`src/rtl/udir_pkg.sv`:
```
package udir_pkg;

	localparam int NUM_SLOTS        = 8;
	localparam int MAX_OBJECT_BYTES = 256;

	localparam int SLOT_W = (NUM_SLOTS > 1) ? $clog2(NUM_SLOTS) : 1;
	localparam int SIZE_W = $clog2(MAX_OBJECT_BYTES + 1);

	localparam logic [1:0] REQ_SET    = 2'd0;
	localparam logic [1:0] REQ_GET    = 2'd1;
	localparam logic [1:0] REQ_INFO   = 2'd2;
	localparam logic [1:0] REQ_REMOVE = 2'd3;

	localparam logic [2:0] ST_OK       = 3'd0;
	localparam logic [2:0] ST_MISSING  = 3'd1;
	localparam logic [2:0] ST_BADARG   = 3'd2;
	localparam logic [2:0] ST_DENIED   = 3'd3;
	localparam logic [2:0] ST_FULL     = 3'd4;
	localparam logic [2:0] ST_STORFAIL = 3'd5;

	typedef struct packed {
		logic [1:0]  req_type;
		logic [63:0] object_id;
		logic [31:0] byte_count;
		logic [31:0] read_offset;
		logic [31:0] create_options;
		logic        payload_write_ok;
		logic        index_write_ok;
		logic        payload_read_ok;
	} req_t;

	typedef struct packed {
		logic [2:0]  status;
		logic [2:0]  slot_index;
		logic [8:0]  stored_size;
		logic [31:0] stored_options;
		logic [8:0]  granted_length;
	} rsp_t;

	typedef struct packed {
		logic load;
		logic step;
		logic finish;
	} dp_cmd_t;

	typedef struct packed {
		logic scan_done;
	} dp_sts_t;

endpackage

```
`src/rtl/uid_slot_directory.sv`:
```
// Object id directory over NUM_SLOTS slots. A request is taken when start is high and
// busy is low; its result appears on rsp for exactly one cycle with done high and must
// be captured then, since the block cannot be stalled. The lookup walks the slot table
// one entry per cycle and stops at the first id match or after the last slot; a finish
// state then registers the result, busy is low again when done is shown, and a new
// request may be started in the same cycle that done is shown.
module uid_slot_directory (
	input  logic           clk,
	input  logic           arst_n,
	input  logic           start,
	input  udir_pkg::req_t req,
	output logic           busy,
	output logic           done,
	output udir_pkg::rsp_t rsp
);

	udir_pkg::dp_cmd_t cmd;
	udir_pkg::dp_sts_t sts;

	udir_ctrl u_ctrl (
		.clk    (clk),
		.arst_n (arst_n),
		.start  (start),
		.busy   (busy),
		.cmd    (cmd),
		.sts    (sts)
	);

	udir_dp u_dp (
		.clk    (clk),
		.arst_n (arst_n),
		.req    (req),
		.cmd    (cmd),
		.sts    (sts),
		.done   (done),
		.rsp    (rsp)
	);

endmodule

```
`src/rtl/udir_ctrl.sv`:
```
module udir_ctrl (
	input  logic              clk,
	input  logic              arst_n,
	input  logic              start,
	output logic              busy,
	output udir_pkg::dp_cmd_t cmd,
	input  udir_pkg::dp_sts_t sts
);

	localparam logic [1:0] S_IDLE = 2'd0;
	localparam logic [1:0] S_SCAN = 2'd1;
	localparam logic [1:0] S_FIN  = 2'd2;

	logic [1:0] state_q;
	logic [1:0] state_d;

	always_comb begin
		state_d    = state_q;
		cmd.load   = 1'b0;
		cmd.step   = 1'b0;
		cmd.finish = 1'b0;
		unique case (state_q)
			S_IDLE: begin
				if (start) begin
					cmd.load = 1'b1;
					state_d  = S_SCAN;
				end
			end
			S_SCAN: begin
				cmd.step = 1'b1;
				if (sts.scan_done) begin
					state_d = S_FIN;
				end
			end
			S_FIN: begin
				cmd.finish = 1'b1;
				state_d    = S_IDLE;
			end
			default: begin
				state_d = S_IDLE;
			end
		endcase
	end

	always_ff @(posedge clk or negedge arst_n) begin
		if (!arst_n) begin
			state_q <= S_IDLE;
		end else begin
			state_q <= state_d;
		end
	end

	assign busy = (state_q != S_IDLE);

endmodule

```
`src/rtl/udir_dp.sv`:
```
module udir_dp (
	input  logic              clk,
	input  logic              arst_n,
	input  udir_pkg::req_t    req,
	input  udir_pkg::dp_cmd_t cmd,
	output udir_pkg::dp_sts_t sts,
	output logic              done,
	output udir_pkg::rsp_t    rsp
);

	localparam int SLOT_W = udir_pkg::SLOT_W;
	localparam int SIZE_W = udir_pkg::SIZE_W;

	logic [63:0]       entry_id_q   [udir_pkg::NUM_SLOTS];
	logic [SIZE_W-1:0] entry_size_q [udir_pkg::NUM_SLOTS];
	logic [31:0]       entry_opts_q [udir_pkg::NUM_SLOTS];
	logic [udir_pkg::NUM_SLOTS-1:0] entry_valid_q;

	udir_pkg::req_t    req_q;
	logic [SLOT_W-1:0] idx_q;
	logic              hit_q;
	logic [SLOT_W-1:0] hit_idx_q;
	logic [SIZE_W-1:0] hit_size_q;
	logic [31:0]       hit_opts_q;
	logic              free_q;
	logic [SLOT_W-1:0] free_idx_q;
	logic              done_q;
	udir_pkg::rsp_t    rsp_q;

	logic              match_now;
	logic              idx_last;
	udir_pkg::rsp_t    rsp_d;
	logic              wr_en;
	logic              clr_en;
	logic [SLOT_W-1:0] wr_slot;
	logic [32:0]       range_end;

	assign match_now = entry_valid_q[idx_q] && (entry_id_q[idx_q] == req_q.object_id);
	assign idx_last  = (idx_q == SLOT_W'(udir_pkg::NUM_SLOTS - 1));
	assign sts.scan_done = match_now || idx_last;

	// scan one slot per cycle
	always_ff @(posedge clk) begin
		if (cmd.load) begin
			req_q <= req;
			idx_q <= '0;
			hit_q <= 1'b0;
			free_q <= 1'b0;
		end else if (cmd.step) begin
			idx_q <= idx_q + SLOT_W'(1);
			if (match_now) begin
				hit_q      <= 1'b1;
				hit_idx_q  <= idx_q;
				hit_size_q <= entry_size_q[idx_q];
				hit_opts_q <= entry_opts_q[idx_q];
			end else if (!entry_valid_q[idx_q] && !free_q) begin
				free_q     <= 1'b1;
				free_idx_q <= idx_q;
			end
		end
	end

	assign range_end = {1'b0, req_q.byte_count} + {1'b0, req_q.read_offset};

	always_comb begin
		rsp_d   = '0;
		wr_en   = 1'b0;
		clr_en  = 1'b0;
		wr_slot = hit_q ? hit_idx_q : free_idx_q;
		if (req_q.req_type == udir_pkg::REQ_SET) begin
			if (req_q.byte_count > 32'(udir_pkg::MAX_OBJECT_BYTES)) begin
				rsp_d.status = udir_pkg::ST_FULL;
			end else if (hit_q && hit_opts_q[0]) begin
				rsp_d.status     = udir_pkg::ST_DENIED;
				rsp_d.slot_index = 3'(hit_idx_q);
			end else if (!hit_q && !free_q) begin
				rsp_d.status = udir_pkg::ST_FULL;
			end else begin
				rsp_d.slot_index = 3'(wr_slot);
				if (!req_q.payload_write_ok || !req_q.index_write_ok) begin
					rsp_d.status = udir_pkg::ST_STORFAIL;
				end else begin
					rsp_d.status = udir_pkg::ST_OK;
					wr_en        = 1'b1;
				end
			end
		end else if (!hit_q) begin
			rsp_d.status = udir_pkg::ST_MISSING;
		end else begin
			rsp_d.slot_index = 3'(hit_idx_q);
			unique case (req_q.req_type)
				udir_pkg::REQ_GET: begin
					if (!req_q.payload_read_ok) begin
						rsp_d.status = udir_pkg::ST_STORFAIL;
					end else if ((req_q.read_offset > 32'(hit_size_q)) ||
					             (range_end > 33'(hit_size_q))) begin
						rsp_d.status = udir_pkg::ST_BADARG;
					end else begin
						rsp_d.granted_length = 9'(req_q.byte_count);
					end
				end
				udir_pkg::REQ_INFO: begin
					rsp_d.stored_size    = 9'(hit_size_q);
					rsp_d.stored_options = hit_opts_q;
				end
				udir_pkg::REQ_REMOVE: begin
					if (hit_opts_q[0]) begin
						rsp_d.status = udir_pkg::ST_DENIED;
					end else if (!req_q.index_write_ok) begin
						rsp_d.status = udir_pkg::ST_STORFAIL;
					end else begin
						clr_en = 1'b1;
					end
				end
				default: begin
					rsp_d.status = udir_pkg::ST_OK;
				end
			endcase
		end
	end

	always_ff @(posedge clk) begin
		if (cmd.finish && wr_en) begin
			entry_id_q[wr_slot]   <= req_q.object_id;
			entry_size_q[wr_slot] <= SIZE_W'(req_q.byte_count);
			entry_opts_q[wr_slot] <= req_q.create_options;
		end
		if (cmd.finish) begin
			rsp_q <= rsp_d;
		end
	end

	always_ff @(posedge clk or negedge arst_n) begin
		if (!arst_n) begin
			entry_valid_q <= '0;
			done_q        <= 1'b0;
		end else begin
			done_q <= cmd.finish;
			if (cmd.finish && wr_en) begin
				entry_valid_q[wr_slot] <= 1'b1;
			end else if (cmd.finish && clr_en) begin
				entry_valid_q[hit_idx_q] <= 1'b0;
			end
		end
	end

	assign done = done_q;
	assign rsp  = rsp_q;

endmodule

```
`config.mk`:
```
export PLATFORM = sky130hd
export DESIGN_NAME = uid_slot_directory
export DESIGN_NICKNAME = d
export VERILOG_FILES = /design/src/rtl/udir_pkg.sv /design/src/rtl/uid_slot_directory.sv /design/src/rtl/udir_ctrl.sv /design/src/rtl/udir_dp.sv
export SDC_FILE = /design/constraint.sdc
export NUM_CORES = 1
export LEC_CHECK = 0
export BUFFER_PORTS_ARGS = -buffer_cell sky130_fd_sc_hd__buf_4
export CORE_ASPECT_RATIO = 1.75
export CORE_UTILIZATION = 61
export DETAILED_ROUTE_END_ITERATION = 8
export GPL_ROUTABILITY_DRIVEN = 0
export PLACE_DENSITY = 0.78
export SLEW_MARGIN = 30
export SYNTH_ARGS = -nofsm -noshare
export SYNTH_HDL_FRONTEND = slang
export SYNTH_SLANG_ARGS = --single-unit
```
`constraint.sdc`:
```
create_clock -name clk -period 10.4 [get_ports clk]
set_input_delay 2.08 -clock clk [delete_from_list [all_inputs] [get_ports clk]]
set_output_delay 2.08 -clock clk [all_outputs]
set_load 0.02 [all_outputs]
```
# [Word-level counts from Yosys, hierarchy flattened]
# Memories as Yosys holds them, arrays and structs flattened. A register that Yosys moved wholly into a read port is not among the register bits.
# Cells that the tools add are included.
[word_totals] register_bits=243 ram_bits=840 input_bits=168 output_inout_bits=58 word_cells=127 mem_count=3
[memory_table] name="u_dp.entry_id_q" words=8 width=64 rd=1 rd_clocked_by_memory_dff=1 write_ports=1 line_no="udir_dp.sv:14" rtl="logic [63:0] entry_id_q [udir_pkg::NUM_SLOTS];"
[memory_table] name="u_dp.entry_opts_q" words=8 width=32 rd=1 rd_clocked_by_memory_dff=1 write_ports=1 line_no="udir_dp.sv:16" rtl="logic [31:0] entry_opts_q [udir_pkg::NUM_SLOTS];"
[memory_table] name="u_dp.entry_size_q" words=8 width=9 rd=1 rd_clocked_by_memory_dff=1 write_ports=1 line_no="udir_dp.sv:15" rtl="logic [SIZE_W-1:0] entry_size_q [udir_pkg::NUM_SLOTS];"
[op_classes] n_addsub=2 order_cmp=8 eq_ne=9 muxes=48 bitwise=9 reduce_logical=27
[ops] cell="== test 64 bit" n=1
[ops] cell="two-way mux 53 bit" n=1
[ops] cell="two-way mux 41 bit" n=1
[ops] cell="two-way mux 3 bit" n=12
[ops] cell="adder 32 x 32 -> 33 bit" n=1
[ops] cell="> comparator 33 x 9 -> 1 bit" n=1
[ops] cell="> comparator 32 x 9 -> 1 bit" n=1
[ops] cell="> comparator 32 x 9 -> 1 bit (second input constant)" n=1
[ops] cell="two-way mux 9 bit" n=3
[ops] cell="two-way mux 1 bit" n=19
[ops] cell="two-way mux 8 bit" n=2
[ops] cell="< comparator 3 x 4 -> 1 bit (second input constant)" n=3
[ops] cell="two-way mux 6 bit" n=2
[ops] cell="AND 8 bit" n=1
[ops] cell="logical AND 1 bit" n=8
[ops] cell="NOT 8 bit" n=1
[ops] cell="bitwise OR 8 bit" n=1
[ops] cell="demux 1 bit (select 3 bit)" n=2
[ops] cell="== test 2 bit (second input constant)" n=3
[ops] cell=">= comparator 3 x 1 -> 1 bit (second input constant)" n=2
[ops] cell="two-way mux 2 bit" n=3
[ops] cell="NOT 1 bit" n=6
[ops] cell="case mux 3 bit (2 select lines)" n=1
[ops] cell="AND reduction 3 bit" n=2
[ops] cell="14 further kinds" n=25

# [Logic depth before layout (Yosys ltp)]
# Gate-level depths: netlist of the first run.
[depth] depth_word=10 depth_mapped=19 depth_no_buf=18

# [Cells and area by module]
# A second synthesis of the first run with hierarchy kept.
[hier_totals] cells_unflattened=2135 hier_area_um2=44128.6
[modules_own_cells] module="udir_dp" instances=1 cells_each=2124 area_each_um2=44012.2 seq_area_each_um2=33657.3
[modules_own_cells] module="udir_ctrl" instances=1 cells_each=11 area_each_um2=116.4 seq_area_each_um2=50.0

# [Least setup slack after synthesis of the first run]
# OpenSTA, ideal clock, no wires.
[synth_path] path_kind="input to register" startpoint="input port start" endpoint="register u_dp.req_q[0] (netlist bit), enable pin" setup_ns=0.694 arrival_ns=8.976 t_required_ns=9.706 slack_ns=0.730 cell_stages=2 path_buffers=0 cell_sequence="inv_1 nor2_1"
[synth_rtl] element="start: declaration" line_no="uid_slot_directory.sv:10" rtl="input logic start,"
[synth_rtl] element="end signal: assignment" line_no="udir_dp.sv:45" rtl="req_q <= req;"
[synth_rtl] element="end: declaration" line_no="udir_dp.sv:19" rtl="udir_pkg::req_t req_q;"

==> impl_metrics.tcl, run 1 <==
set metrics [dict create \
    cts_buffer_depth 3 \
    post_cts_resized 0 \
    async_reset_ff_share_pct 0.976 \
    intPower_mw 8.58 \
    clock.fmax_ghz 0.196 \
    ios 226 \
    p_switching_mw 3.08 \
    path_clk_slew_ns 0.07 \
    synth_most_common_cell "sky130_fd_sc_hd__edfxtp_1" \
    startpoint_type "flip-flop" \
    end_kind "flip-flop" \
    drt_wl_total_mm 93.1 \
    dpl.hpwl_mm 53.2 \
    yosysWarningCount 0 \
    route.vias.total 21837 \
    final-instance-count-excl-fill 3452 \
    synth-edff-count 1108 \
    synth.ff_latch_count 1127 \
    floorplan.die.width_microns 206 \
    largest_fanout_on_the_critical_path 46 \
    clock_sink_count 1127 \
    drt_iter0_markers 2038 \
    clk-insertion-delay-late_ns 0.67 \
    fin_tns_setup_ns 0 \
    worst_hold_path.num_cells 1 \
    cts_setup_buffers 0 \
    ys_dominant_reg_cell "sky130_fd_sc_hd__edfxtp_1" \
    insertedDiodeCount 0 \
    drive_gt1_share_pct 27.7 \
    first_pass_grt_wire_length_mm 140 \
    grt_setup_unrepaired "no" \
    clock-skew-final_ns 0.0278 \
    io_buffers 225 \
    cts_buffers 95 \
    placement_rows 130 \
    finalNetCount 2670 \
    fp.dieArea_sq_um 73800 \
    max_cap_viol_count 0 \
    core_area_sq_um 71900 \
    power_density_nw_per_um2 231 \
    final_core_utilization_pct 70.1 \
    initial_util_pct 61.7 \
    post-synth-top-area-cell "sky130_fd_sc_hd__edfxtp_1" \
    die_height_microns 359 \
    share_comb_of_total_power_pct 20.6 \
    arrival_ns 5.39 \
    netlist_instances 2182 \
    synth_area_leaders "sky130_fd_sc_hd__edfxtp_1 75%, sky130_fd_sc_hd__mux4_2 10%, sky130_fd_sc_hd__mux2i_1 2.0%" \
    sequentialPowerShare_pct 47.9 \
    cts-htree-levels 3 \
    status "completed" \
    maximum_number_of_pins_on_one_net_before_global_route_repair 114 \
    tritoncts "yes" \
    antenna_left 0 \
    yosysTopAreaCellShare_pct 75.0 \
    synth_sequential_area_ratio_pct 76.0 \
    slew_headroom_pct 33.5 \
    vias_per_cell 6.33 \
    grt.total_usage_pct 25.9 \
    worst-endpoint-required_ns 10.69 \
    worst_hold_path_class "reg2reg" \
    post_synth.cell_area_avg_sq_um 20.3 \
    drt_first_pass_iters 8 \
    vias_in_the_first_global_route 23230 \
    power.switching_fraction_pct 26.4 \
    grt_antenna_before_repair 0 \
    finalMaxSlewViolations 0 \
    finalCriticalPeriod_ns 5.10 \
    dp.cells 3276 \
    setup-violations-final 0 \
    finalHoldViolations 0 \
    grt_overflow_total 0 \
    post_synthesis_instance_area_sq_um 44300 \
    synthesis.nets 2403 \
    remaining_drc_errors 0 \
    fin_crit_sh_pct 49.0 \
    post_cts_hold_buffer_count 0 \
    leakagePower_nw 16.7 \
    timing.reg2reg.worst_path_depth 10 \
    power.clock.fraction_pct 31.6 \
    cts-root-buf "sky130_fd_sc_hd__clkbuf_16" \
    path_class "reg2reg" \
    tightest_slew_ns 0.998 \
    ir_worst_vdd_v 0.000191 \
    synthTopCellsByCount "1108 x sky130_fd_sc_hd__edfxtp_1, 196 x sky130_fd_sc_hd__mux4_2, 90 x sky130_fd_sc_hd__mux2i_1" \
    yosys.cell_types.count 88 \
    drt-wirelength-per-cell_microns 27.0 \
    syn2layout_area_growth_pct 13.6 \
]
## through the flow
stage / hold slack (ns) / power, mW / instance area (sq um) / worst slack (ns)
global placement: 0.477 / 8.01 / 47100 / 5.20
detailed placement: 0.488 / 8.08 / 47100 / 5.26
global route: 0.512 / 12.1 / 50400 / 5.03
finish: 0.501 / 11.7 / 50400 / 5.30
floorplan: 0.452 / 7.50 / 44300 / 0.730
CTS: 0.500 / 11.8 / 50400 / 5.23
## state kept, by name, indices dropped and copies added, names as in the netlist, named ones only
register / flops
u_dp.hit_opts_q: 32
u_dp.entry_opts_q: 256
u_dp.done: 1
u_dp.entry_id_q: 512
u_dp.entry_valid_q: 8
u_dp.hit_size_q: 9
u_dp.hit_idx_q: 3
u_dp.hit_q: 1
u_dp.req_q: 165
u_dp.idx_q: 3
u_dp.rsp: 56
u_dp.free_q: 1
u_dp.free_idx_q: 3
u_dp.entry_size_q: 72
u_ctrl.state_q: 2
## final timing paths
check                                 startpoint                     to  slack, ns
max                                    flip-flop     u_dp.hit_opts_q[8]       5.30
min                        u_dp.entry_valid_q[1]  u_dp.entry_valid_q[1]       0.50
min in group asynchronous                 arst_n              u_dp.done       1.26
max in group asynchronous                 arst_n  u_dp.entry_valid_q[4]       8.97
min reg2reg                u_dp.entry_valid_q[1]  u_dp.entry_valid_q[1]       0.50
max reg2reg                            flip-flop     u_dp.hit_opts_q[8]       5.30
## power by group through the flow
stage	clock, mW	combinational [mW]	sequential (mW)
CTS	3.74	2.43	5.59
detailed placement	0	2.40	5.68
global route	3.90	2.58	5.61
global placement	0	2.34	5.66
floorplan	0	2.00	5.49
finish	3.68	2.40	5.58
## cell usage in the layout (no fill, tap or decap), drive strengths merged, types with 4 or more instances in the layout
cell	instances
edfxtp	1108
buf	256
mux4	196
clkbuf	121
mux2i	90
nand2	63
nor2	55
a21oi	53
ha	52
xnor2	48
mux2	45
inv	41
nor4	37
and2	35
clkinv	29
o21ai	28
nor3	23
xor2	19
nand3	17
nand4	17
bufinv	14
o211ai	12
a21o	12
dfrtp	11
a22oi	10
a22o	9
clkinvlp	9
o21a	9
dfxtp	8
nor2b	7
o21bai	6
a31oi	6
a221oi	6
nand2b	5
a2111oi	5
a211oi	5
o2111ai	5
or3	4
nor3b	4
o32a	4
## logic make-up (layout without fill, tap and decap cells)
kind of cell | Yosys count | after routing | synth area share [%]
flops | 1127 | 1127 | 76.0
buf+inv | 124 | 470 | 1.31
mux | 331 | 331 | 13.1
fa+ha+maj | 53 | 53 | 1.51
compound gates | 194 | 194 | 3.12
simple gates | 286 | 286 | 3.59
xor+xnor | 67 | 67 | 1.32
## metal layers
metal  vias to the layer above  wire (microns)  global-route usage (%)
li1                       9470               -                       -
met1                     11192           34300                    31.7
met2                       993           50200                    46.9
met3                       182            5790                    3.26
met4                         0            2840                    9.56
met5                         -               0                       0
## layout make-up
class / count / area, sq um
fill: 4306 / 21500
clock inverter: 55 / 697
clock buffer: 121 / 2540
tap: 924 / 1160
inverter: 38 / 143
sequential: 1127 / 33700
multi-input combinational: 931 / 10100
timing repair buffer: 256 / 1960
## worst max-delay path, cell delays in order, from the launching register on
cell                       delay, ns
sky130_fd_sc_hd__dfxtp_4        0.68
sky130_fd_sc_hd__buf_4          0.78
sky130_fd_sc_hd__nor2b_1        0.63
sky130_fd_sc_hd__a22o_1         0.25
sky130_fd_sc_hd__a221oi_1       0.06
sky130_fd_sc_hd__xnor2_1        0.43
sky130_fd_sc_hd__nand4_1        0.31
sky130_fd_sc_hd__nor4_1         0.49
sky130_fd_sc_hd__nand4_1        0.28
sky130_fd_sc_hd__nor2_4         0.13
sky130_fd_sc_hd__buf_4          0.58
Note: power is estimated with default switching activity, not from simulation.
==> run 2, diff against run 1 <==
- CORE_UTILIZATION: 61 -> 55
- PLACE_DENSITY: 0.78 -> 0.75
- clock period: 10.4 -> 4.2 ns (I/O delays scaled with it)
==> run 2 against run 1 <==
  * Die area increased by 11%
  * Combinational power increased to 2.7 times the previous value
  * Sequential cell count unchanged
  * Non-clock buffer count increased by 89
  * First-iteration DRC count decreased by 3.1%
  * Design area increased by 3.2%
  * Register-to-register slack got worse by 5.0 ns
==> impl_metrics.tcl, run 2 (synthesized netlist as in run 1, its figures left out) <==
set metrics [dict create \
    worst_hold_path_class "in2reg" \
    cts_buffers 98 \
    path_clk_slew_ns 0.07 \
    vias_in_the_first_global_route 23358 \
    registers.top_by_ff_count "u_dp.entry_id_q" \
    syn2layout_area_growth_pct 17.2 \
    worstHoldStart "req[20]" \
    p_total_mw 29.0 \
    arrival_ns 4.42 \
    route.vias.total 22193 \
    rr_startpoint "u_dp.req_q[67]" \
    ios 226 \
    cts-root-buf "sky130_fd_sc_hd__clkbuf_16" \
    final-instance-count-excl-fill 3665 \
    timing.reg2reg.setup_slack_ns 0.26 \
    clock_sink_count 1127 \
    drt-wirelength-per-cell_microns 26.0 \
    grt.total_usage_pct 23.7 \
    clock.fmax_ghz 0.254 \
    finalMaxSlewViolations 0 \
    top_flop_regs "u_dp.entry_id_q (512), u_dp.entry_opts_q (256), u_dp.req_q (165)" \
    first_pass_grt_wire_length_mm 143 \
    clk-insertion-delay-late_ns 0.69 \
    end_kind "flip-flop" \
    status "completed" \
    core_area_sq_um 79700 \
    initial_util_pct 55.6 \
    dp.cells 3479 \
    startpoint_type "flip-flop" \
    die_height_microns 378 \
    setup-violations-final 0 \
    fillers 5153 \
    multiInputGateArea_sq_um 10200 \
    remaining_drc_errors 0 \
    cts_buffer_depth 3 \
    placement_rows 137 \
    finalHoldViolations 0 \
    drive_gt1_share_pct 30.5 \
    worst_hold_path.endpoint "u_dp.req_q[20]" \
    fp.dieArea_sq_um 81800 \
    tritoncts "yes" \
    floorplan.die.width_microns 217 \
    finalCriticalPeriod_ns 3.94 \
    dpl.hpwl_mm 60.6 \
    fin_crit_sh_pct 93.8 \
    fin_tns_setup_ns 0 \
    insertedDiodeCount 0 \
    drt_first_pass_iters 9 \
    finalNetCount 2762 \
    antenna_left 0 \
    maximum_number_of_pins_on_one_net_before_global_route_repair 119 \
    max_cap_viol_count 0 \
    grt_overflow_total 0 \
    io_buffers 225 \
    largest_fanout_on_the_critical_path 9 \
    clock-skew-final_ns 0.0295 \
    drt_iter0_markers 1975 \
    final_core_utilization_pct 65.2 \
    worst-endpoint-required_ns 4.68 \
    most-common-layout-cells "1108 x sky130_fd_sc_hd__edfxtp_1, 280 x sky130_fd_sc_hd__buf_4, 196 x sky130_fd_sc_hd__mux4_2, 100 x sky130_fd_sc_hd__clkbuf_16, 90 x sky130_fd_sc_hd__mux2i_1" \
    vias_per_cell 6.06 \
    timing.reg2reg.worst_path_depth 17 \
    ir_worst_vdd_v 0.000470 \
    layout_commonest_cell "sky130_fd_sc_hd__edfxtp_1" \
    cts-htree-levels 3 \
    grt_antenna_before_repair 0 \
    tightest_slew_ns 0.988 \
    rr_endpoint "u_dp.rsp[0]" \
    path_class "reg2reg" \
    worst_hold_path.num_cells 1 \
    largest_register_ffs 512 \
    drt_wl_total_mm 95.2 \
    leakagePower_nw 17.4 \
    power_density_nw_per_um2 558 \
    slew_headroom_pct 33.8 \
    regArea_sq_um 33700 \
    whs_ns 0.324 \
]
## run 2: cell types whose count changed in the layout (fill, tap and decap cells not counted), moves of 3 or more
cell,delta
sky130_fd_sc_hd__clkbuf_1,-9
sky130_fd_sc_hd__buf_4,+33
sky130_fd_sc_hd__nor4_4,+4
sky130_fd_sc_hd__clkbuf_16,+3
sky130_fd_sc_hd__bufinv_16,-5
sky130_fd_sc_hd__inv_6,+4
sky130_fd_sc_hd__clkinv_2,+5
sky130_fd_sc_hd__clkinv_1,+12
sky130_fd_sc_hd__buf_12,+61
sky130_fd_sc_hd__clkinvlp_4,-3
sky130_fd_sc_hd__nor4_2,-3
sky130_fd_sc_hd__buf_6,-8
## run 2: metal layers
layer  global-route usage [%]  part of all wire, %  vias up
met1                     29.6                   38    11418
met2                     41.2                   52      885
li1                         -                    -     9681
met5                        0                    0        -
met3                     3.10                  5.7      209
met4                     10.9                  4.1        0
## run 2: worst max path at each step
stage                   startpoint                    end  cells past startpoint
floorplan           u_dp.req_q[68]  u_dp.entry_valid_q[7]                      8
global placement         flip-flop     u_dp.hit_opts_q[3]                     10
detailed placement  u_dp.req_q[67]            u_dp.rsp[1]                     19
CTS                 u_dp.req_q[67]            u_dp.rsp[5]                     19
global route        u_dp.req_q[67]            u_dp.rsp[0]                     19
finish              u_dp.req_q[67]            u_dp.rsp[0]                     17
## run 2: final cells by class
cell class | count | share of cell area (%)
Clock inverter | 69 | 1.22
Multi-Input combinational cell | 931 | 19.7
Tap cell | 1042 | 2.51
Sequential cell | 1127 | 64.9
Timing Repair Buffer | 345 | 6.53
Clock buffer | 113 | 4.91
Inverter | 38 | 0.274
## run 2: what timing repair did
action / CTS / global route
hold buffers: 1 / 0
gates resized for setup: 0 / 16
buffers inserted: 0 / 2
endpoints found under the setup margin: 0 / 476
hold endpoints to repair: 11 / 0
## run 2: power breakdown
| part | total [mW] | switching [mW] | internal [mW] |
|---|---|---|---|
| combinational | 6.39 | 3.17 | 3.22 |
| clock | 8.94 | 4.00 | 4.94 |
| sequential | 13.7 | 0.617 | 13.0 |
## run 2: critical path: stages (launching register included)
cell                        delay, ns
sky130_fd_sc_hd__edfxtp_1        0.36
sky130_fd_sc_hd__ha_2            0.21
sky130_fd_sc_hd__inv_1           0.07
sky130_fd_sc_hd__fa_2            0.42
sky130_fd_sc_hd__nor2b_4         0.14
sky130_fd_sc_hd__o21a_1          0.12
sky130_fd_sc_hd__nor2_1          0.05
sky130_fd_sc_hd__xnor2_1         0.12
sky130_fd_sc_hd__ha_1            0.29
sky130_fd_sc_hd__and4_1          0.19
sky130_fd_sc_hd__a221o_2         0.39
sky130_fd_sc_hd__a21oi_2         0.15
sky130_fd_sc_hd__o2111ai_1       0.14
sky130_fd_sc_hd__nor4_2          0.16
sky130_fd_sc_hd__nand4_1         0.14
sky130_fd_sc_hd__or3_4           0.40
sky130_fd_sc_hd__buf_8           0.17
sky130_fd_sc_hd__nor4_2          0.22
## run 2: metrics by stage
stage / worst slack, ns / instance area [sq um]
detailed placement: 0.109 / 48600
finish: 0.260 / 52000
global route: -0.00198 / 52000
CTS: 0.0682 / 51800
global placement: 0.180 / 48600
floorplan: -0.0000502 / 44400
